File: config.mk
export PLATFORM = sky130hd
export DESIGN_NAME = clock_date_time_setter
export DESIGN_NICKNAME = d
export VERILOG_FILES = /design/src/rtl/cdts_pkg.sv /design/src/rtl/clock_date_time_setter.sv
export VERILOG_INCLUDE_DIRS = /design/src /design/src/rtl
export SDC_FILE = /design/constraint.sdc
export NUM_CORES = 1
export LEC_CHECK = 0
export ABC_AREA = 1
export BUFFER_PORTS_ARGS = -buffer_cell sky130_fd_sc_hd__buf_2
export CAP_MARGIN = 5
export CELL_PAD_IN_SITES_DETAIL_PLACEMENT = 1
export CELL_PAD_IN_SITES_GLOBAL_PLACEMENT = 2
export CORE_MARGIN = 3
export CORE_UTILIZATION = 33
export DETAILED_ROUTE_END_ITERATION = 8
export PLACE_DENSITY_LB_ADDON = 0.1
export SYNTH_ARGS = -nofsm -noshare
export SYNTH_HDL_FRONTEND = slang
export SYNTH_SLANG_ARGS = --single-unit
export TNS_END_PERCENT = 20
File: constraint.sdc
create_clock -name clk -period 6.5 [get_ports clk]
set_clock_uncertainty 0.1 [all_clocks]
set_input_delay 0.975 -clock clk [delete_from_list [all_inputs] [get_ports clk]]
set_output_delay 0.975 -clock clk [all_outputs]
set_load 0.005 [all_outputs]
File: src/rtl/clock_date_time_setter_defines.svh
// Assertion macros shared by the date and time setting controller.
`ifndef CLOCK_DATE_TIME_SETTER_DEFINES_SVH
`define CLOCK_DATE_TIME_SETTER_DEFINES_SVH

// Same-cycle implication, sampled on the rising clock edge and idle in reset.
`define CDTS_ASSERT_IMP(name, ante, cons) \
  name: assert property (@(posedge clk) disable iff (!rst_n) (ante) |-> (cons)) \
    else $error("clock_date_time_setter: check failed");

// Next-cycle implication, sampled on the rising clock edge and idle in reset.
`define CDTS_ASSERT_NXT(name, ante, cons) \
  name: assert property (@(posedge clk) disable iff (!rst_n) (ante) |=> (cons)) \
    else $error("clock_date_time_setter: check failed");

`endif

File: src/rtl/cdts_pkg.sv
// Package with the word types, codes and calendar helpers of the date and time setter.
`default_nettype none

package cdts_pkg;

  localparam int unsigned PaddrW = 3;

  localparam logic [2:0] ACT_SAMPLE = 3'd0;
  localparam logic [2:0] ACT_RAISE  = 3'd1;
  localparam logic [2:0] ACT_NEXT   = 3'd2;
  localparam logic [2:0] ACT_SWAP   = 3'd3;
  localparam logic [2:0] ACT_COMMIT = 3'd4;

  localparam logic [1:0] DSEL_DAY   = 2'd0;
  localparam logic [1:0] DSEL_MONTH = 2'd1;
  localparam logic [1:0] DSEL_YEAR  = 2'd2;
  localparam logic [1:0] DSEL_WDAY  = 2'd3;

  localparam logic [1:0] TSEL_HOUR  = 2'd0;
  localparam logic [1:0] TSEL_MIN   = 2'd1;
  localparam logic [1:0] TSEL_PM    = 2'd2;

  localparam logic [11:0] YEAR_BASE = 12'd2000;
  localparam logic [11:0] YEAR_LAST = 12'd2099;

  typedef struct packed {
    logic [2:0] action;
    logic [7:0] sample_minute_bcd;
    logic [7:0] sample_hour_bcd;
    logic [7:0] sample_date_bcd;
    logic [7:0] sample_month_bcd;
    logic [7:0] sample_weekday;
    logic [7:0] sample_year_bcd;
  } cdts_in_t;

  typedef struct packed {
    logic        editing;
    logic [2:0]  cursor_field;
    logic [4:0]  shown_day;
    logic [3:0]  shown_month;
    logic [11:0] shown_year;
    logic [2:0]  shown_weekday;
    logic [4:0]  shown_hour;
    logic [5:0]  shown_minute;
    logic        shown_pm;
    logic        commit_valid;
    logic [47:0] commit_word;
  } cdts_out_t;

  // Two BCD digits weighted as given, so bad digits give values up to 165.
  function automatic logic [7:0] bcd_dec(input logic [7:0] x);
    logic [7:0] hi;
    hi = {4'b0000, x[7:4]};
    return (hi << 3) + (hi << 1) + {4'b0000, x[3:0]};
  endfunction

  // Binary below 100 to two BCD digits; the tens come from a reciprocal multiply.
  function automatic logic [7:0] bcd_enc(input logic [6:0] x);
    logic [14:0] prod;
    logic [3:0]  tens;
    logic [6:0]  tens_x10;
    logic [6:0]  ones;
    prod     = {8'b0, x} * 15'd205;
    tens     = prod[14:11];
    tens_x10 = ({3'b000, tens} << 3) + ({3'b000, tens} << 1);
    ones     = x - tens_x10;
    return {tens, ones[3:0]};
  endfunction

  // Gregorian leap rule over the years the block can hold (2000 to 2165).
  function automatic logic is_leap(input logic [11:0] y);
    return (y[1:0] == 2'b00) && (y != 12'd2100) && (y != 12'd2200);
  endfunction

  function automatic logic [4:0] month_len(input logic [3:0] m, input logic [11:0] y);
    logic [4:0] len;
    if (m == 4'd2) begin
      len = is_leap(y) ? 5'd29 : 5'd28;
    end else if (m inside {4'd4, 4'd6, 4'd9, 4'd11}) begin
      len = 5'd30;
    end else begin
      len = 5'd31;
    end
    return len;
  endfunction

  // Hour modulo twelve for any five-bit hour.
  function automatic logic [4:0] mod12(input logic [4:0] h);
    logic [4:0] r;
    if (h >= 5'd24) begin
      r = h - 5'd24;
    end else if (h >= 5'd12) begin
      r = h - 5'd12;
    end else begin
      r = h;
    end
    return r;
  endfunction

endpackage

`default_nettype wire

File: src/rtl/clock_date_time_setter.sv
// Top level of the BCD clock date and time setting controller.
// A result word appears on out_valid in the cycle after its input word is accepted.
// One word per cycle is accepted; in_ready stays high while the result register is empty
// or is being emptied, so a stalled output only holds the input back for as long as it stalls.
// Reset (rst_n low at a clock edge): view mode, date row, 1 January 2000, weekday 3,
// 12:00 AM, twelve-hour display selected, and the result register empty.
`default_nettype none

`include "clock_date_time_setter_defines.svh"

module clock_date_time_setter
  import cdts_pkg::*;
(
  input  wire logic              clk,
  input  wire logic              rst_n,
  input  wire logic              in_valid,
  output logic                   in_ready,
  input  wire cdts_in_t          in_data,
  output logic                   out_valid,
  input  wire logic              out_ready,
  output cdts_out_t              out_data,
  input  wire logic              psel,
  input  wire logic              penable,
  input  wire logic              pwrite,
  input  wire logic [PaddrW-1:0] paddr,
  input  wire logic [31:0]       pwdata,
  output logic [31:0]            prdata,
  output logic                   pready
);

  // Configuration register: the only register, decoded at addresses 0 to 3 (paddr[2] low).
  logic twelve_r;

  // Held editing state and the shown date and time.
  logic        edit_r,  edit_nxt;
  logic        row_r,   row_nxt;
  logic [1:0]  dsel_r,  dsel_nxt;
  logic [1:0]  tsel_r,  tsel_nxt;
  logic [4:0]  day_r,   day_nxt;
  logic [3:0]  mon_r,   mon_nxt;
  logic [11:0] year_r,  year_nxt;
  logic [2:0]  wday_r,  wday_nxt;
  logic [4:0]  hour_r,  hour_nxt;
  logic [5:0]  min_r,   min_nxt;
  logic        pm_r,    pm_nxt;

  // Result register, which parts the input side from the output side.
  cdts_out_t out_r, out_nxt;
  logic      out_valid_r;

  logic in_fire;
  logic cfg_wr;

  // Decoded sample fields.
  logic [7:0]  s_min_raw, s_hr_raw, s_day_raw, s_mon_raw, s_year_raw;
  logic [5:0]  s_min;
  logic [4:0]  s_hr, s_hr12, s_day;
  logic [3:0]  s_mon;
  logic [2:0]  s_wday;
  logic [11:0] s_year;

  // Raised candidates before the clamps.
  logic [4:0]  r_day, day_mod;
  logic [3:0]  r_mon;
  logic [11:0] r_year, year_inc;
  logic [2:0]  r_wday;
  logic [4:0]  r_hour;
  logic [5:0]  hour_inc;
  logic [5:0]  r_min;
  logic [6:0]  min_inc;
  logic        r_pm;
  logic [3:0]  rc_mon;
  logic [4:0]  rc_len;

  // Commit path, worked on copies of the held values.
  logic [3:0]  c_mon;
  logic [4:0]  c_len, c_day, c_hour;
  logic [5:0]  c_min;
  logic [2:0]  c_wday;
  logic [7:0]  c_yoff;
  logic [6:0]  c_ymod;
  logic [47:0] c_word;
  logic        commit;
  logic [1:0]  tsel_step;

  assign in_fire   = in_valid && in_ready;
  assign in_ready  = !out_valid_r || out_ready;
  assign out_valid = out_valid_r;
  assign out_data  = out_r;

  // The configuration port never waits; a write lands in the access phase.
  assign pready = 1'b1;
  assign cfg_wr = psel && penable && pwrite && pready;
  assign prdata = (paddr[PaddrW-1] == 1'b0) ? {31'b0, twelve_r} : 32'b0;

  // Sample decoding: digits are weighted as they come and then saturated.
  always_comb begin
    s_min_raw  = bcd_dec({1'b0, in_data.sample_minute_bcd[6:0]});
    s_hr_raw   = bcd_dec({2'b00, in_data.sample_hour_bcd[5:0]});
    s_day_raw  = bcd_dec({2'b00, in_data.sample_date_bcd[5:0]});
    s_mon_raw  = bcd_dec({3'b000, in_data.sample_month_bcd[4:0]});
    s_year_raw = bcd_dec(in_data.sample_year_bcd);

    s_min  = (s_min_raw > 8'd59) ? 6'd59 : s_min_raw[5:0];
    s_hr   = (s_hr_raw > 8'd23) ? 5'd23 : s_hr_raw[4:0];
    if (s_day_raw == 8'd0) begin
      s_day = 5'd1;
    end else if (s_day_raw > 8'd31) begin
      s_day = 5'd31;
    end else begin
      s_day = s_day_raw[4:0];
    end
    if (s_mon_raw == 8'd0) begin
      s_mon = 4'd1;
    end else if (s_mon_raw > 8'd12) begin
      s_mon = 4'd12;
    end else begin
      s_mon = s_mon_raw[3:0];
    end
    s_wday = (in_data.sample_weekday[2:0] == 3'd0) ? 3'd3 : in_data.sample_weekday[2:0];
    s_year = YEAR_BASE + {4'b0000, s_year_raw};
    // Midnight and noon both show as twelve on the twelve-hour face.
    s_hr12 = (mod12(s_hr) == 5'd0) ? 5'd12 : mod12(s_hr);
  end

  // Commit word: hour in 24-hour form, year mod 100, other fields clamped; all encoded.
  always_comb begin
    c_mon  = (mon_r == 4'd0) ? 4'd1 : ((mon_r > 4'd12) ? 4'd12 : mon_r);
    c_len  = month_len(c_mon, year_r);
    if (day_r == 5'd0) begin
      c_day = 5'd1;
    end else if (day_r > c_len) begin
      c_day = c_len;
    end else begin
      c_day = day_r;
    end
    c_min  = (min_r > 6'd59) ? 6'd59 : min_r;
    c_wday = (wday_r == 3'd0) ? 3'd3 : wday_r;
    if (twelve_r) begin
      c_hour = mod12(hour_r) + (pm_r ? 5'd12 : 5'd0);
    end else begin
      c_hour = hour_r;
    end
    if (c_hour > 5'd23) begin
      c_hour = 5'd23;
    end
    c_yoff = 8'(year_r - YEAR_BASE);
    c_ymod = (c_yoff >= 8'd100) ? 7'(c_yoff - 8'd100) : c_yoff[6:0];
    c_word = {bcd_enc({1'b0, c_min}), bcd_enc({2'b00, c_hour}), bcd_enc({2'b00, c_day}),
              bcd_enc({3'b000, c_mon}), {5'b00000, c_wday}, bcd_enc(c_ymod)};
  end

  // Raise of the selected field, followed by the same clamps as every raise.
  always_comb begin
    r_day  = day_r;
    r_mon  = mon_r;
    r_year = year_r;
    r_wday = wday_r;
    r_hour = hour_r;
    r_min  = min_r;
    r_pm   = pm_r;

    day_mod  = (day_r >= c_len) ? day_r - c_len : day_r;
    year_inc = year_r + 12'd1;
    hour_inc = {1'b0, hour_r} + 6'd1;
    min_inc  = {1'b0, min_r} + 7'd1;

    if (!row_r) begin
      case (dsel_r)
        DSEL_DAY:   r_day  = day_mod + 5'd1;
        DSEL_MONTH: r_mon  = (mon_r >= 4'd12) ? mon_r - 4'd11 : mon_r + 4'd1;
        DSEL_YEAR:  r_year = (year_inc > YEAR_LAST) ? YEAR_BASE : year_inc;
        DSEL_WDAY:  r_wday = (wday_r >= 3'd7) ? wday_r - 3'd6 : wday_r + 3'd1;
        default:    r_day  = day_r;
      endcase
    end else begin
      case (tsel_r)
        TSEL_HOUR: begin
          if (twelve_r) begin
            r_hour = mod12(hour_r) + 5'd1;
          end else begin
            r_hour = (hour_inc >= 6'd24) ? 5'(hour_inc - 6'd24) : hour_inc[4:0];
          end
        end
        TSEL_MIN:  r_min = (min_inc >= 7'd60) ? 6'(min_inc - 7'd60) : min_inc[5:0];
        TSEL_PM:   r_pm  = twelve_r ? !pm_r : pm_r;
        default:   r_pm  = pm_r;
      endcase
    end

    rc_mon = (r_mon == 4'd0) ? 4'd1 : ((r_mon > 4'd12) ? 4'd12 : r_mon);
    rc_len = month_len(rc_mon, r_year);
  end

  // Next state and the result word for the accepted input word.
  always_comb begin
    edit_nxt = edit_r;
    row_nxt  = row_r;
    dsel_nxt = dsel_r;
    tsel_nxt = tsel_r;
    day_nxt  = day_r;
    mon_nxt  = mon_r;
    year_nxt = year_r;
    wday_nxt = wday_r;
    hour_nxt = hour_r;
    min_nxt  = min_r;
    pm_nxt   = pm_r;
    commit   = 1'b0;
    tsel_step = tsel_r + 2'd1;

    if (!edit_r) begin
      if (in_data.action == ACT_SAMPLE) begin
        day_nxt  = s_day;
        mon_nxt  = s_mon;
        year_nxt = s_year;
        wday_nxt = s_wday;
        min_nxt  = s_min;
        if (twelve_r) begin
          hour_nxt = s_hr12;
          pm_nxt   = (s_hr >= 5'd12);
        end else begin
          hour_nxt = s_hr;
          pm_nxt   = 1'b0;
        end
      end else if (in_data.action == ACT_RAISE) begin
        edit_nxt = 1'b1;
        row_nxt  = 1'b0;
        dsel_nxt = DSEL_DAY;
        tsel_nxt = TSEL_HOUR;
      end
    end else begin
      case (in_data.action)
        ACT_RAISE: begin
          mon_nxt  = rc_mon;
          year_nxt = r_year;
          if (r_day == 5'd0) begin
            day_nxt = 5'd1;
          end else if (r_day > rc_len) begin
            day_nxt = rc_len;
          end else begin
            day_nxt = r_day;
          end
          min_nxt  = (r_min > 6'd59) ? 6'd59 : r_min;
          wday_nxt = (r_wday == 3'd0) ? 3'd3 : r_wday;
          if (twelve_r) begin
            hour_nxt = (r_hour == 5'd0 || r_hour > 5'd12) ? 5'd12 : r_hour;
          end else begin
            hour_nxt = (r_hour > 5'd23) ? 5'd23 : r_hour;
          end
          pm_nxt = r_pm;
        end
        ACT_NEXT: begin
          if (row_r) begin
            // The AM/PM field is skipped on the 24-hour face.
            if ((!twelve_r && tsel_step == TSEL_PM) || tsel_r >= TSEL_PM) begin
              tsel_nxt = TSEL_HOUR;
            end else begin
              tsel_nxt = tsel_step;
            end
          end else begin
            dsel_nxt = dsel_r + 2'd1;
          end
        end
        ACT_SWAP: begin
          row_nxt = !row_r;
          if (!row_r) begin
            tsel_nxt = TSEL_HOUR;
          end else begin
            dsel_nxt = DSEL_DAY;
          end
        end
        ACT_COMMIT: begin
          commit   = 1'b1;
          edit_nxt = 1'b0;
        end
        default: begin
          commit = 1'b0;
        end
      endcase
    end

    out_nxt.editing = edit_nxt;
    if (!edit_nxt) begin
      out_nxt.cursor_field = 3'd0;
    end else if (row_nxt) begin
      out_nxt.cursor_field = {1'b1, tsel_nxt};
    end else begin
      out_nxt.cursor_field = {1'b0, dsel_nxt};
    end
    out_nxt.shown_day     = day_nxt;
    out_nxt.shown_month   = mon_nxt;
    out_nxt.shown_year    = year_nxt;
    out_nxt.shown_weekday = wday_nxt;
    out_nxt.shown_hour    = hour_nxt;
    out_nxt.shown_minute  = min_nxt;
    out_nxt.shown_pm      = pm_nxt;
    out_nxt.commit_valid  = commit;
    out_nxt.commit_word   = commit ? c_word : 48'd0;
  end

  // Control state and the configuration register are reset; the result payload is not.
  always_ff @(posedge clk) begin
    if (!rst_n) begin
      twelve_r    <= 1'b1;
      edit_r      <= 1'b0;
      row_r       <= 1'b0;
      dsel_r      <= DSEL_DAY;
      tsel_r      <= TSEL_HOUR;
      day_r       <= 5'd1;
      mon_r       <= 4'd1;
      year_r      <= YEAR_BASE;
      wday_r      <= 3'd3;
      hour_r      <= 5'd12;
      min_r       <= 6'd0;
      pm_r        <= 1'b0;
      out_valid_r <= 1'b0;
    end else begin
      if (cfg_wr && paddr[PaddrW-1] == 1'b0) begin
        twelve_r <= pwdata[0];
      end
      if (in_fire) begin
        edit_r      <= edit_nxt;
        row_r       <= row_nxt;
        dsel_r      <= dsel_nxt;
        tsel_r      <= tsel_nxt;
        day_r       <= day_nxt;
        mon_r       <= mon_nxt;
        year_r      <= year_nxt;
        wday_r      <= wday_nxt;
        hour_r      <= hour_nxt;
        min_r       <= min_nxt;
        pm_r        <= pm_nxt;
        out_valid_r <= 1'b1;
      end else if (out_ready) begin
        out_valid_r <= 1'b0;
      end
    end
  end

  always_ff @(posedge clk) begin
    if (in_fire) begin
      out_r <= out_nxt;
    end
  end

  // A commit always leaves edit mode in the same word.
  `CDTS_ASSERT_IMP(a_commit_leaves_edit, out_valid && out_data.commit_valid,
                   !out_data.editing)
  // In view mode the cursor reads as the day field.
  `CDTS_ASSERT_IMP(a_view_cursor_zero, out_valid && !out_data.editing,
                   out_data.cursor_field == 3'd0)
  // An accepted commit in edit mode yields a commit word in the next cycle.
  `CDTS_ASSERT_NXT(a_commit_reported,
                   in_fire && edit_r && in_data.action == ACT_COMMIT,
                   out_valid && out_data.commit_valid)
  // The held month never leaves its calendar range.
  `CDTS_ASSERT_IMP(a_month_range, out_valid,
                   out_data.shown_month >= 4'd1 && out_data.shown_month <= 4'd12)

endmodule

`default_nettype wire
### Word-level counts from Yosys, hierarchy flattened

Cells that the tools add are included.

| word-level totals | value |
|---|---|
| register bits after elaboration | 133 |
| input port bits | 93 |
| output and inout bits | 124 |

| cells by class | value |
|---|---|
| add/subtract/negate cells | 42 |
| $mul | 5 |
| order comparisons | 25 |
| equal/unequal tests | 24 |
| multiplexer cells | 112 |
| bitwise operators | 2 |
| reductions and logical operators | 36 |

Operators with widths:

| kind | number |
|---|---|
| $mux W5 | 35 |
| $mux W12 | 6 |
| $mux W6 | 9 |
| $mux W4 | 13 |
| $ne A12 B12 Y1 const B | 4 |
| $mux W3 | 10 |
| $mul A5 B8 Y13 const B | 2 |
| $mux W1 | 24 |
| $mux W2 | 12 |
| $add A6 B4 Y7 | 3 |
| $logic_not A5 Y1 | 4 |
| $sub A4 B4 Y4 | 5 |
| $eq A4 B3 Y1 const B | 4 |
| $eq A4 B4 Y1 const B | 4 |
| $logic_not A8 Y1 | 2 |
| $mul A7 B8 Y15 const B | 1 |
| $sub A5 B5 Y5 const B | 3 |
| $gt A7 B5 Y1 const B | 2 |
| $mul A6 B8 Y14 const B | 1 |
| $add A11 B8 Y12 const A | 1 |
| $add A12 B1 Y12 const B | 1 |
| $add A5 B3 Y6 | 2 |
| $gt A12 B12 Y1 const B | 1 |
| $gt A6 B6 Y1 const B | 2 |
| other kinds (56) | 95 |

### Logic depth before layout (Yosys ltp)

Gate-level depths: netlist (run 1).

| logic depth | value |
|---|---|
| depth in word-level cells | 17 |
| mapped depth | 37 |
| mapped depth without buffers | 37 |

### Worst setup path before layout (run 1)

Ideal clock, no wire load.

| path | value |
|---|---|
| kind | flip-flop to flip-flop |
| start | reg mon_r[3] |
| end | reg, netlist name out_data[27] |
| arrival time | 5.181 ns |
| setup slack | 0.961 ns |
| cell stages (with the launch flop) | 33 |
| path buffers | 0 |
| cell sequence | dfxtp_1 inv_1 ha_1 nand2_1 inv_1 nor3_1 inv_1 ha_1 o21ai_0 nand3_1 nand2_1 ha_1 nand2_1 inv_1 nor2_1 nand2_1 nand2_1 inv_1 ha_1 fa_1 ha_1 nand2_1 nor2_1 a211oi_1 o32a_1 nand2_1 xnor2_1 ha_1 inv_1 nor2_1 o21ai_0 nand2_1 nor2_1 |

| between the ends | value |
|---|---|
| cells in the longest elaborated chain, start to end | 13 |

Ends and longest elaborated chain:

| item | RTL line | source |
|---|---|---|
| start: declaration | clock_date_time_setter.sv:40 | `logic [3:0] mon_r, mon_nxt;` |
| start signal: assignment | clock_date_time_setter.sv:327 | `mon_r <= mon_nxt;` |
| $gt A4 B4 Y1 | clock_date_time_setter.sv:128 | `c_mon = (mon_r == 4'd0) ? 4'd1 : ((mon_r > 4'd12) ? 4'd12 : mon_r);` |
| $mux W4 | clock_date_time_setter.sv:128 |  |
| $mux W4 (*) | clock_date_time_setter.sv:128 |  |
| $eq A4 B3 Y1 / $eq A4 B4 Y1 (equally long branches) | cdts_pkg.sv:79 | `end else if (m inside {4'd4, 4'd6, 4'd9, 4'd11}) begin` |
| $reduce_bool A4 Y1 | cdts_pkg.sv:79 |  |
| $mux W1 | cdts_pkg.sv:79 |  |
| $mux W5 (*) | cdts_pkg.sv:77 | `if (m == 4'd2) begin` |
| $gt A5 B5 Y1 | clock_date_time_setter.sv:132 | `end else if (day_r > c_len) begin` |
| $mux W5 (*) | clock_date_time_setter.sv:132 |  |
| $mux W5 (*) | clock_date_time_setter.sv:130 | `if (day_r == 5'd0) begin` |
| $mul A5 B8 Y13 (*) | cdts_pkg.sv:63 | `prod = {8'b0, x} * 15'd205;` |
| net c_word[29] | clock_date_time_setter.sv:82 | `logic [47:0] c_word;` |
| $add A4 B3 Y4 (*) | cdts_pkg.sv:65 | `tens_x10 = ({3'b000, tens} << 3) + ({3'b000, tens} << 1);` |
| $sub A4 B4 Y4 (*) | cdts_pkg.sv:66 | `ones = x - tens_x10;` |

Mark *: on every way through the listed nets, which the timed path passes. The rest lies on a longest branch.
A chain may end at the register's enable or synchronous reset.

### Final worst setup path (run 1)

| path | value |
|---|---|
| start | reg year_r[3] |
| end | reg, netlist name out_data[3] |

| between the ends | value |
|---|---|
| cells in the longest elaborated chain, start to end | 6 |

Ends and longest elaborated chain:

| item | RTL line | source |
|---|---|---|
| start: declaration | clock_date_time_setter.sv:41 | `logic [11:0] year_r, year_nxt;` |
| start signal: assignment | clock_date_time_setter.sv:328 | `year_r <= year_nxt;` |
| $sub A8 B8 Y8 (*) | clock_date_time_setter.sv:147 | `c_yoff = 8'(year_r - YEAR_BASE);` |
| $sub A7 B7 Y7 / $ge A8 B7 Y1 (equally long branches) | clock_date_time_setter.sv:148 | `c_ymod = (c_yoff >= 8'd100) ? 7'(c_yoff - 8'd100) : c_yoff[6:0];` |
| $mux W7 (*) | clock_date_time_setter.sv:148 |  |
| $mul A7 B8 Y15 (*) | cdts_pkg.sv:63 |  |
| net c_word[5] | clock_date_time_setter.sv:82 |  |
| $add A4 B4 Y4 (*) | cdts_pkg.sv:65 |  |
| $sub A4 B4 Y4 (*) | cdts_pkg.sv:66 |  |

Marked as above.

==> out/metrics.csv, run 1 <==
stage,metric,value,unit
timing,Max Clock Freq,170,MHz
finish,"commonest non-fill, non-tap cells in the layout","319 x nand2_1, 251 x inv_1, 195 x ha_1",
timing,Slew @ Worst Pin,1110,ps
outcome,status,finished clean,
run,max_cap viols,0,
setup_path,FF-to-FF End,out_data[3],
global_routing,GRT Resource Usage Total,19.3,%
setup_path,Worst Setup SP,year_r[3],
clock_tree,clock slew at reported path FFs,60,ps
power,Max VDD drop,0.161,mV
floorplan,Die W,199,um
setup_path,CP Capture Type,register,
timing,fin. max-slew vios,0,
clock_tree,Post-CTS Hold Buffers,0,
clock_tree,# clock sinks,120,
finish,post-layout util,38.5,%
floorplan,io pins,217,
power,sequential power share,24.1,%
routing,WL final,37100,um
timing,crit path time final,5870,ps
global_routing,antenna violations before repair,1,
setup_path,depth of the most critical reg-to-reg path,29,
setup_path,WP buf/inv,5,
routing,Antenna Nets Post-Route,0,
routing,Via-to-Cell Ratio,4.93,
placement,GP Congestion,0.821,
floorplan,FP Rows,69,
timing,final setup margin,629,ps
setup_path,reg2reg setup slack,630,ps
setup_path,kind of critical path,reg2reg,
setup_path,Worst setup SP type,register,
placement,Cells after DPL,2194,
routing,wire per inst,16.6,um
clock_tree,clk root buf,clkbuf_16,
power,P_leak,7.26,nW
floorplan,area of the core,36100,um2
floorplan,initial core utilization,34.0,%
logic_synthesis,Main synth FF type,edfxtp_1,
clock_tree,Max Root-Sink Buffers,2,
timing,Hold Fails Final Rpt,0,
setup_path,worst-path fanout max,7,
power,clock network power share,28.0,%
finish,"commonest non-fill, non-tap cell in the layout",nand2_1,
setup_path,"slowest stage cell, crit path",fa_1,
clock_tree,H-tree Lvls,4,
setup_path,CP Capture Point,out_data[3],
power,P_int,0.00230,W
power,P_sw,0.00160,W
timing,max_slew headroom,25.4,%
global_routing,largest net degree at the start of global routing,65,
logic_synthesis,Synth cell types,57,
routing,vias after detailed routing,11000,
setup_path,worst path required time,6590,ps
global_routing,Overflow after GRT,0,
global_routing,vias in the first global route,11500,
power,Comb power frac,47.9,%
finish,nets,2066,
routing,First-pass DRT Iterations,4,
timing,Tcrit/Tclk final,90.3,%
setup_path,CP arrival,5960,ps
routing,DRT iter0 DRCs,456,
logic_synthesis,synth warn,0,
power,pwr dens,280,nW/um2
logic_synthesis,"EDFF count, synth",76,
setup_path,Worst R2R Start,year_r[3],
logic_synthesis,Syn Area/Cell,7.46,um2
global_routing,global-route wire length before repair,60500,um
clock_tree,clk_lat worst skew,450,ps
timing,Setup-failing EPs final,0,
timing,RSZ-0062 raised after global routing,false,
finish,non-filler instance count after layout,2228,
clock_tree,total setup buffers inserted after CTS,0,
clock_tree,TritonCTS clock tree,yes,
setup_path,stages on the worst setup path,29,
finish,layout cells sized above 1,12.1,%
clock_tree,CTS buffer count,17,
floorplan,Die ar.,39500,um2
setup_path,CP top delay family,adder cells,
finish,Layout area overhead,13.3,%
setup_path,crit-path max cell delay,490,ps
hold_path,worst min path class,reg2reg,
routing,DRC viols,0,
timing,TNS Setup,0,ps
logic_synthesis,register area share after synthesis,25.8,%
setup_path,crit-path most repeated cell,nand2_1,
placement,dpl hpwl,28100,um
logic_synthesis,Syn Inst Count,1644,
power,Sw Ratio,41.1,%
logic_synthesis,synthesized cell area,12300,um2
placement,Placement Setup Slack,414,ps
placement,input/output buffers,125,
logic_synthesis,Yosys reg bits,120,
floorplan,die height,199,um
logic_synthesis,Async SR Flop Fraction,0,%
## power groups by stage
stage | logic, W | registers (W) | clock network (W)
after floorplan | 0.00142 | 0.000939 | 0
after global placement | 0.00184 | 0.000953 | 0
after detailed placement | 0.00189 | 0.000954 | 0
after CTS | 0.00191 | 0.000939 | 0.00112
after global routing | 0.00222 | 0.000949 | 0.00115
final | 0.00187 | 0.000939 | 0.00109
## stage by stage
| step | total power [W] | hold slack, ps | area (um2) |
|---|---|---|---|
| finish | 0.00390 | 452 | 13900 |
| global route | 0.00432 | 489 | 13900 |
| CTS | 0.00397 | 457 | 13900 |
| detailed placement | 0.00285 | 448 | 13200 |
| global placement | 0.00279 | 445 | 13200 |
| floorplan | 0.00236 | 420 | 12400 |
## sequential cells by signal, indices dropped and copies added (netlist names), 2 cells and up
signal	cells
tsel_r	2
hour_r	5
year_r	12
out_data	76
dsel_r	2
wday_r	3
mon_r	4
min_r	6
day_r	5
## worst min path at each step
stage	from	to	cells past startpoint
floorplan	wday_r[1]	wday_r[1]	2
global placement	out_valid	out_valid	2
detailed placement	out_valid	out_valid	2
CTS	out_valid	out_valid	2
global route	out_valid	out_valid	2
finish	out_valid	out_valid	2
## area by class of cell
class,count,area [um2]
Tap cell,461,577
Timing Repair Buffer,140,738
Sequential cell,120,3170
Clock inverter,15,226
Antenna cell,2,5.00
Inverter,260,982
Fill cell,4506,22200
Clock buffer,17,425
Multi-Input combinational cell,1213,7770
## worst register-to-register path: cells and delay by family, from the launching register on
| family | cells | cell delay, ps |
|---|---|---|
| adders and majority gates | 7 | 2300 |
| buffers and inverters | 5 | 470 |
| and+or+nand+nor | 9 | 840 |
| DFF | 1 | 480 |
| AOI/OAI and AO/OA | 5 | 860 |
| xor gates and xnor gates | 3 | 570 |
## synthesized netlist by cell type, drive strengths merged (2+ instances only)
library cell,count,share of area [%]
nand2,326,10
inv,257,7.9
ha,195,20
a21oi,135,5.6
o21ai,132,5.4
nor2,131,4.2
edfxtp,76,19
nand3,70,2.9
buf,57,3.3
dfxtp,44,7.2
clkbuf,37,1.1
xor2,30,2.1
fa,26,4.2
nand4,19,0.97
nor3,16,0.73
xnor2,12,0.86
o211ai,10,0.61
a211oi,9,0.55
o31ai,8,0.49
or2,7,0.36
o22ai,6,0.31
a22oi,5,0.31
o21bai,5,0.31
nand3b,4,0.24
a21o,3,0.18
clkinv,3,0.092
a221oi,2,0.14
a31o,2,0.14
a31oi,2,0.10
a32o,2,0.16
conb,2,0.061
## cells by family after synthesis
group	count (synthesis)	synth area share, %
muxes	1	0.0816
other	2	0.0612
adders and majority gates	221	24.1
AOI/OAI and AO/OA	330	14.9
xor gates and xnor gates	42	3.00
and+or+nand+nor	574	19.6
DFF	120	25.8
buffers and inverters	354	12.4
## timing repair
action                                  4_1_cts  5_1_grt
endpoints found under the setup margin        0        3
hold endpoints to repair                      0        0
gates resized for setup                       0        9
## per-layer routing
layer  GRT usage, %  wire length, um  vias to the layer above
li1               -                -                     5551
met1           25.8            18100                     5281
met2           33.6            17700                      130
met3           2.51              904                       15
met4           3.67              313                        0
met5              0                0                        -
No activity file was read; power rests on OpenSTA's default activity.
==> run 2, diff against run 1 <==
--- a/config.mk
+++ b/config.mk
@@ -13,6 +13,7 @@
 export CELL_PAD_IN_SITES_GLOBAL_PLACEMENT = 2
 export CORE_MARGIN = 3
 export CORE_UTILIZATION = 33
+export CTS_BUF_LIST = sky130_fd_sc_hd__clkbuf_2 sky130_fd_sc_hd__clkbuf_4 sky130_fd_sc_hd__clkbuf_8
 export DETAILED_ROUTE_END_ITERATION = 8
 export PLACE_DENSITY_LB_ADDON = 0.1
 export SYNTH_ARGS = -nofsm -noshare
==> run 2 against run 1 <==
Net effect: sequential share of layout area up 0.32 points; clock power down 23%; clock-buffer cell count unchanged; highest routed layer unchanged.
==> out/metrics.csv, run 2 (synthesis gave the netlist of run 1 again) <==
stage,metric,value,unit,change
outcome,status,finished clean,,
power,clock network power share,23.0,%,-5.0 points
global_routing,vias in the first global route,11500,,+0.043%
routing,DRC viols,0,,unchanged
clock_tree,TritonCTS clock tree,yes,,
timing,Hold Fails Final Rpt,0,,unchanged
finish,layout cells sized above 1,12.1,%,unchanged
finish,nets,2066,,unchanged
global_routing,largest net degree at the start of global routing,65,,unchanged
floorplan,io pins,217,,unchanged
hold_path,worst min path class,reg2reg,,
setup_path,Worst setup SP type,register,,
placement,Cells after DPL,2194,,unchanged
finish,Layout area overhead,11.7,%,
routing,First-pass DRT Iterations,5,,+1
timing,Tcrit/Tclk final,90.5,%,+0.23 points
clock_tree,clk root buf,clkbuf_8,,
floorplan,initial core utilization,34.0,%,unchanged
global_routing,global-route wire length before repair,60500,um,-0.11%
setup_path,"slowest stage cell, crit path",dfxtp_1,,
timing,Max Clock Freq,170,MHz,-0.25%
timing,fin. max-slew vios,0,,unchanged
clock_tree,H-tree Lvls,4,,unchanged
routing,Via-to-Cell Ratio,4.95,,+0.40%
placement,dpl hpwl,28100,um,unchanged
power,P_int,0.00207,W,-9.8%
power,sequential power share,25.8,%,+1.7 points
routing,vias after detailed routing,11000,,+0.40%
power,Comb power frac,51.2,%,+3.3 points
finish,most flop-heavy register,out_data,,
floorplan,Die W,199,um,unchanged
setup_path,crit-path max cell delay,500,ps,about the same
placement,Placement Setup Slack,414,ps,unchanged
finish,non-filler instance count after layout,2228,,unchanged
timing,final setup margin,615,ps,-14.8 ps
power,Sw Ratio,43.1,%,+2.0 points
finish,Regs by FF count,"out_data x76, year_r x12, min_r x6",,
power,P_sw,0.00157,W,-2.0%
clock_tree,CTS buffer count,17,,unchanged
timing,Slew @ Worst Pin,1090,ps,-17.1 ps
finish,Fillers,4513,,+0.16%
floorplan,Die ar.,39500,um2,unchanged
clock_tree,# clock sinks,120,,unchanged
power,Max VDD drop,0.127,mV,-21%
floorplan,area of the core,36100,um2,unchanged
setup_path,CP arrival,6030,ps,+70 ps
power,pwr dens,266,nW/um2,-5.3%
routing,WL final,37100,um,about the same
clock_tree,clock slew at reported path FFs,90,ps,+30 ps
floorplan,FP Rows,69,,unchanged
timing,RSZ-0062 raised after global routing,false,,
timing,max_slew headroom,26.6,%,+1.1 points
placement,GP Congestion,0.821,,unchanged
setup_path,kind of critical path,reg2reg,,
timing,crit path time final,5890,ps,+14.8 ps
run,max_cap viols,0,,unchanged
routing,DRT iter0 DRCs,426,,-6.6%
routing,wire per inst,16.6,um,about the same
timing,Setup-failing EPs final,0,,unchanged
timing,TNS Setup,0,ps,unchanged
setup_path,crit-path most repeated cell,nand2_1,,
clock_tree,clk_lat worst skew,500,ps,+50 ps
global_routing,antenna violations before repair,1,,unchanged
finish,"commonest non-fill, non-tap cell in the layout",nand2_1,,
routing,Antenna Nets Post-Route,0,,unchanged
power,P_leak,7.17,nW,-1.2%
power,Final Power,0.00364,W,-6.6%
setup_path,CP Capture Type,register,,
clock_tree,Max Root-Sink Buffers,2,,unchanged
floorplan,die height,199,um,unchanged
finish,"commonest non-fill, non-tap cells in the layout","319 x nand2_1, 251 x inv_1, 195 x ha_1",,
global_routing,Overflow after GRT,0,,unchanged
finish,max FFs per register,76,,unchanged
setup_path,worst path required time,6640,ps,+50 ps
placement,input/output buffers,125,,unchanged
global_routing,GRT Resource Usage Total,19.2,%,-0.025 points
setup_path,worst-path fanout max,7,,unchanged
## run 2: cell types whose count changed in the layout (fill, tap and decap cells not counted)
| cell | previous run | this run |
|---|---|---|
| clkbuf_8 | 0 | 17 |
| clkbuf_16 | 17 | 0 |
## run 2: per-stage QoR
step | instance area, um2 | utilization, % | hold slack, ps
final | 13700 | 38.0 | 457
after global routing | 13700 | 38.0 | 492
after CTS | 13700 | 37.9 | 460
after detailed placement | 13200 | 36.6 | 448
after global placement | 13200 | 36.6 | 445
after floorplan | 12400 | - | 420
## run 2: final timing paths
check             cells after the start  slack, ps           to       from
setup / recovery                     29        610  out_data[3]  year_r[3]
hold / removal                        2        460    out_valid  out_valid
setup reg to reg                     29        610  out_data[3]  year_r[3]
hold reg to reg                       2        460    out_valid  out_valid
## run 2: power groups by stage
stage | sequential [W] | combinational (W) | clock [W]
detailed placement | 0.000954 | 0.00189 | 0
CTS | 0.000938 | 0.00191 | 0.000865
floorplan | 0.000939 | 0.00142 | 0
finish | 0.000938 | 0.00187 | 0.000838
global route | 0.000948 | 0.00222 | 0.000891
global placement | 0.000953 | 0.00184 | 0
## run 2: cell type report
class	instances	area, um2	share of cell area, %
Clock inverter	15	226	1.65
Clock buffer	17	234	1.71
Sequential cell	120	3170	23.1
Antenna cell	2	5.00	0.0365
Inverter	260	982	7.17
Timing Repair Buffer	140	738	5.39
Tap cell	461	577	4.21
Multi-Input combinational cell	1213	7770	56.7
## run 2: what timing repair did
item	in CTS	in global routing
hold buffers	0	0
setup endpoints to repair	0	3
resized for setup	0	9
setup buffers	0	0
## run 2: per-layer routing
metal / wire, um / share of wire (%) / track usage (%) / up-vias
li1: - / - / - / 5553
met4: 339 / 0.91 / 3.77 / 0
met3: 1040 / 2.8 / 2.56 / 18
met5: 0 / 0 / 0 / -
met2: 17700 / 48 / 33.4 / 147
met1: 18000 / 49 / 25.8 / 5303
## run 2: worst max-delay path: cells and delay by family (launching register included)
| family | cells | cell delay, ps |
|---|---|---|
| compound gates | 5 | 860 |
| xor+xnor | 3 | 570 |
| fa+ha+maj | 7 | 2290 |
| buf+inv | 5 | 470 |
| flops | 1 | 500 |
| simple gates | 9 | 840 |
==> run 3, diff against run 2 <==
--- a/config.mk
+++ b/config.mk
@@ -6,13 +6,12 @@
 export SDC_FILE = /design/constraint.sdc
 export NUM_CORES = 1
 export LEC_CHECK = 0
-export ABC_AREA = 1
 export BUFFER_PORTS_ARGS = -buffer_cell sky130_fd_sc_hd__buf_2
 export CAP_MARGIN = 5
 export CELL_PAD_IN_SITES_DETAIL_PLACEMENT = 1
 export CELL_PAD_IN_SITES_GLOBAL_PLACEMENT = 2
 export CORE_MARGIN = 3
-export CORE_UTILIZATION = 33
+export CORE_UTILIZATION = 32
 export CTS_BUF_LIST = sky130_fd_sc_hd__clkbuf_2 sky130_fd_sc_hd__clkbuf_4 sky130_fd_sc_hd__clkbuf_8
 export DETAILED_ROUTE_END_ITERATION = 8
 export PLACE_DENSITY_LB_ADDON = 0.1
==> constraint.sdc (replaced) <==
create_clock -name clk -period 6.5 [get_ports clk]
set_clock_uncertainty 0.1 [all_clocks]
set_input_delay 0.975 -clock clk [delete_from_list [all_inputs] [get_ports clk]]
set_output_delay 0.975 -clock clk [all_outputs]
set_load 0.05 [all_outputs]
==> run 3 against run 2 <==
Net effect: fmax shrank 5.3%; utilization shrank 1.3 points; combinational power shrank 39%; critical endpoint unchanged; largest power group unchanged.
==> out/metrics.csv, run 3 <==
stage,metric,value,unit,change
clock_tree,Max Root-Sink Buffers,2,,unchanged
finish,Regs by FF count,"out_data x76, year_r x12, min_r x6",,
timing,Hold Fails Final Rpt,0,,unchanged
global_routing,Overflow after GRT,0,,unchanged
clock_tree,clk root buf,clkbuf_8,,
logic_synthesis,Async SR Flop Fraction,0,%,unchanged
floorplan,die height,208,um,+4.5%
timing,TNS Setup,0,ps,unchanged
floorplan,FP Rows,73,,+5.8%
power,sequential power share,33.3,%,+7.5 points
floorplan,Die W,208,um,+4.5%
setup_path,Worst Setup SP,year_r[2],,
placement,GP Congestion,0.801,,-2.3%
finish,"commonest non-fill, non-tap cells in the layout","194 x ha_1, 147 x nand2_1, 137 x nor2_1",,
clock_tree,clock slew at reported path FFs,80,ps,about the same
logic_synthesis,"top cells by area, synth","ha_1 19%, edfxtp_1 18%, dfxtp_1 6.8%, nand2_1 4.2%, fa_1 4.0%",,
finish,"commonest non-fill, non-tap cell in the layout",ha_1,,
logic_synthesis,Yosys reg bits,120,,unchanged
logic_synthesis,synth warn,0,,unchanged
timing,RSZ-0062 raised after global routing,true,,
finish,max FFs per register,76,,unchanged
timing,max_slew headroom,33.9,%,+7.3 points
routing,WL final,41600,um,+12%
finish,nets,1989,,-3.7%
routing,DRT iter0 DRCs,457,,+7.3%
finish,Layout area overhead,12.5,%,
setup_path,Worst setup SP type,register,,
power,Max VDD drop,0.109,mV,-14%
global_routing,GRT Resource Usage Total,19.2,%,-0.021 points
setup_path,depth of the most critical reg-to-reg path,25,,-14%
setup_path,CP Capture Point,out_data[3],,
timing,Setup-failing EPs final,0,,unchanged
placement,input/output buffers,125,,unchanged
setup_path,worst-path fanout max,4,,-3
setup_path,FF-to-FF End,out_data[3],,
power,clock network power share,24.1,%,+1.1 points
floorplan,area of the core,40000,um2,+11%
power,P_sw,0.00110,W,-30%
floorplan,initial core utilization,32.6,%,-1.4 points
routing,vias after detailed routing,11600,,+4.9%
setup_path,CP Capture Type,register,,
timing,fin. max-slew vios,0,,unchanged
finish,Reg area,3170,um2,unchanged
timing,Slew @ Worst Pin,992,ps,-102 ps
hold_path,worst min path class,reg2reg,,
global_routing,global-route wire length before repair,67200,um,+11%
setup_path,CP arrival,6360,ps,+330 ps
clock_tree,clk_lat worst skew,500,ps,about the same
finish,layout cells sized above 1,15.8,%,+3.7 points
outcome,status,finished clean,,
logic_synthesis,Syn Inst Count,1558,,-5.2%
routing,wire per inst,18.8,um,+13%
finish,Multi-input gate area,8960,um2,+15%
power,Final Power,0.00268,W,-26%
routing,Via-to-Cell Ratio,5.22,,+5.6%
power,P_int,0.00158,W,-24%
logic_synthesis,Yosys top cell area share,18.7,%,-1.2 points
global_routing,largest net degree at the start of global routing,76,,+17%
setup_path,kind of critical path,reg2reg,,
power,Comb power frac,42.6,%,-8.6 points
run,max_cap viols,0,,unchanged
clock_tree,# clock sinks,120,,unchanged
logic_synthesis,Syn Area/Cell,8.37,um2,+12%
hold_path,hold path start,out_valid,,
logic_synthesis,Main synth FF type,edfxtp_1,,
logic_synthesis,"EDFF count, synth",76,,unchanged
clock_tree,TritonCTS clock tree,yes,,
logic_synthesis,synthesized cell area,13000,um2,+6.3%
floorplan,io pins,217,,unchanged
setup_path,Worst R2R Start,year_r[2],,
logic_synthesis,Yosys top cell by area,ha_1,,
setup_path,worst path required time,6640,ps,about the same
routing,First-pass DRT Iterations,4,,-1
logic_synthesis,Synth cell types,89,,+56%
timing,Max Clock Freq,161,MHz,-5.3%
finish,Fillers,4828,,+7.0%
clock_tree,H-tree Lvls,4,,unchanged
logic_synthesis,register area share after synthesis,24.3,%,-1.5 points
global_routing,vias in the first global route,12000,,+4.1%
power,P_leak,6.73,nW,-6.1%
finish,Inserted Diodes,0,,-2
setup_path,reg2reg setup slack,280,ps,-330 ps
timing,crit path time final,6220,ps,+330 ps
timing,Tcrit/Tclk final,95.6,%,+5.1 points
power,Sw Ratio,41.1,%,-2.0 points
logic_synthesis,synth cell count leaders,"195 x ha_1, 147 x nand2_1, 138 x nor2_1",,
global_routing,antenna violations before repair,3,,+2
routing,DRC viols,0,,unchanged
placement,dpl hpwl,31400,um,+12%
power,pwr dens,183,nW/um2,-31%
finish,most flop-heavy register,out_data,,
logic_synthesis,"count leader, synth",ha_1,,
routing,Antenna Nets Post-Route,0,,unchanged
clock_tree,CTS buffer count,17,,unchanged
floorplan,Die ar.,43200,um2,+9.3%
==> run 3: cell count changes after synthesis, moves of 19 or more <==
cell,before,now
nor2b_1,0,21
o21ai_0,126,73
a21oi_1,133,98
mux2i_1,1,20
inv_1,252,114
and2_1,0,19
clkbuf_1,37,69
nand2_1,320,147
nand3_1,68,35
xnor2_1,12,45
a21o_1,3,24
==> run 3: power by group through the flow <==
stage | Sequential (W) | Clock (W) | Combinational [W]
2_1_floorplan | 0.00100 | 0 | 0.000744
3_3_place_gp | 0.000910 | 0 | 0.00111
3_5_place_dp | 0.000911 | 0 | 0.00113
4_1_cts | 0.000894 | 0.000678 | 0.00114
5_1_grt | 0.000900 | 0.000703 | 0.00130
6_report | 0.000893 | 0.000646 | 0.00114
==> run 3: timing repair <==
item	4_1_cts	5_1_grt
setup buffers	0	4
setup endpoints to repair	0	5
gates resized for setup	0	13
hold buffers	0	0
==> run 3: cell families after synthesis <==
kind of cell	after synthesis	share of synthesized area, %
other	2	0.0576
multiplexers	23	1.80
flip-flops	120	24.3
AO/OA/AOI/OAI	394	20.4
buffers and inverters	250	8.66
XOR/XNOR	65	4.47
adder cells (fa/ha/maj)	221	22.7
AND/OR/NAND/NOR	483	17.7
==> run 3: worst min path at each step <==
stage	end	depth (start not counted)
2_1_floorplan	pm_r	2
3_3_place_gp	out_valid	2
3_5_place_dp	out_valid	2
4_1_cts	out_valid	2
5_1_grt	out_valid	2
6_report	out_valid	2
==> run 3: layout make-up <==
class | count | area share, %
multi-input combinational | 1231 | 61.1
sequential | 120 | 21.6
timing repair buffer | 189 | 7.54
tap | 525 | 4.48
inverter | 116 | 2.99
clock buffer | 26 | 2.14
clock inverter | 6 | 0.196
==> run 3: worst max-delay path, cell delays in order (launching register included) <==
cell     delay (ps)
dfxtp_1         380
inv_1            80
ha_1            230
a21bo_2         200
a21oi_1          70
o21ai_2         230
o31ai_1         120
xor2_1          170
ha_1            330
inv_1            60
fa_1            510
inv_1            50
ha_1            300
fa_1            460
ha_1            320
a21o_1          180
a21o_1          170
a21o_1          170
a21o_1          230
a211o_1         330
a21oi_2         170
xnor2_1         170
ha_1            310
a21oi_2         150
xnor2_1         130
mux2_2          350
==> run 3: layer usage <==
layer	wire length [um]	vias to the layer above	track usage (%)
li1	-	5708	-
met1	20300	5669	26.4
met2	19600	147	32.1
met3	1190	28	2.86
met4	491	6	4.16
met5	30	-	0
==> run 3: through the flow <==
stage	worst slack, ps	hold slack (ps)	instance area [um2]	util (%)	cells
3_5_place_dp	100	420	14200	35.6	2177
6_report	285	423	14700	36.7	2213
4_1_cts	60.7	431	14600	36.5	2209
3_3_place_gp	232	410	14200	35.6	2177
5_1_grt	-58.6	468	14700	36.7	2213
2_1_floorplan	145	378	13200	-	1601
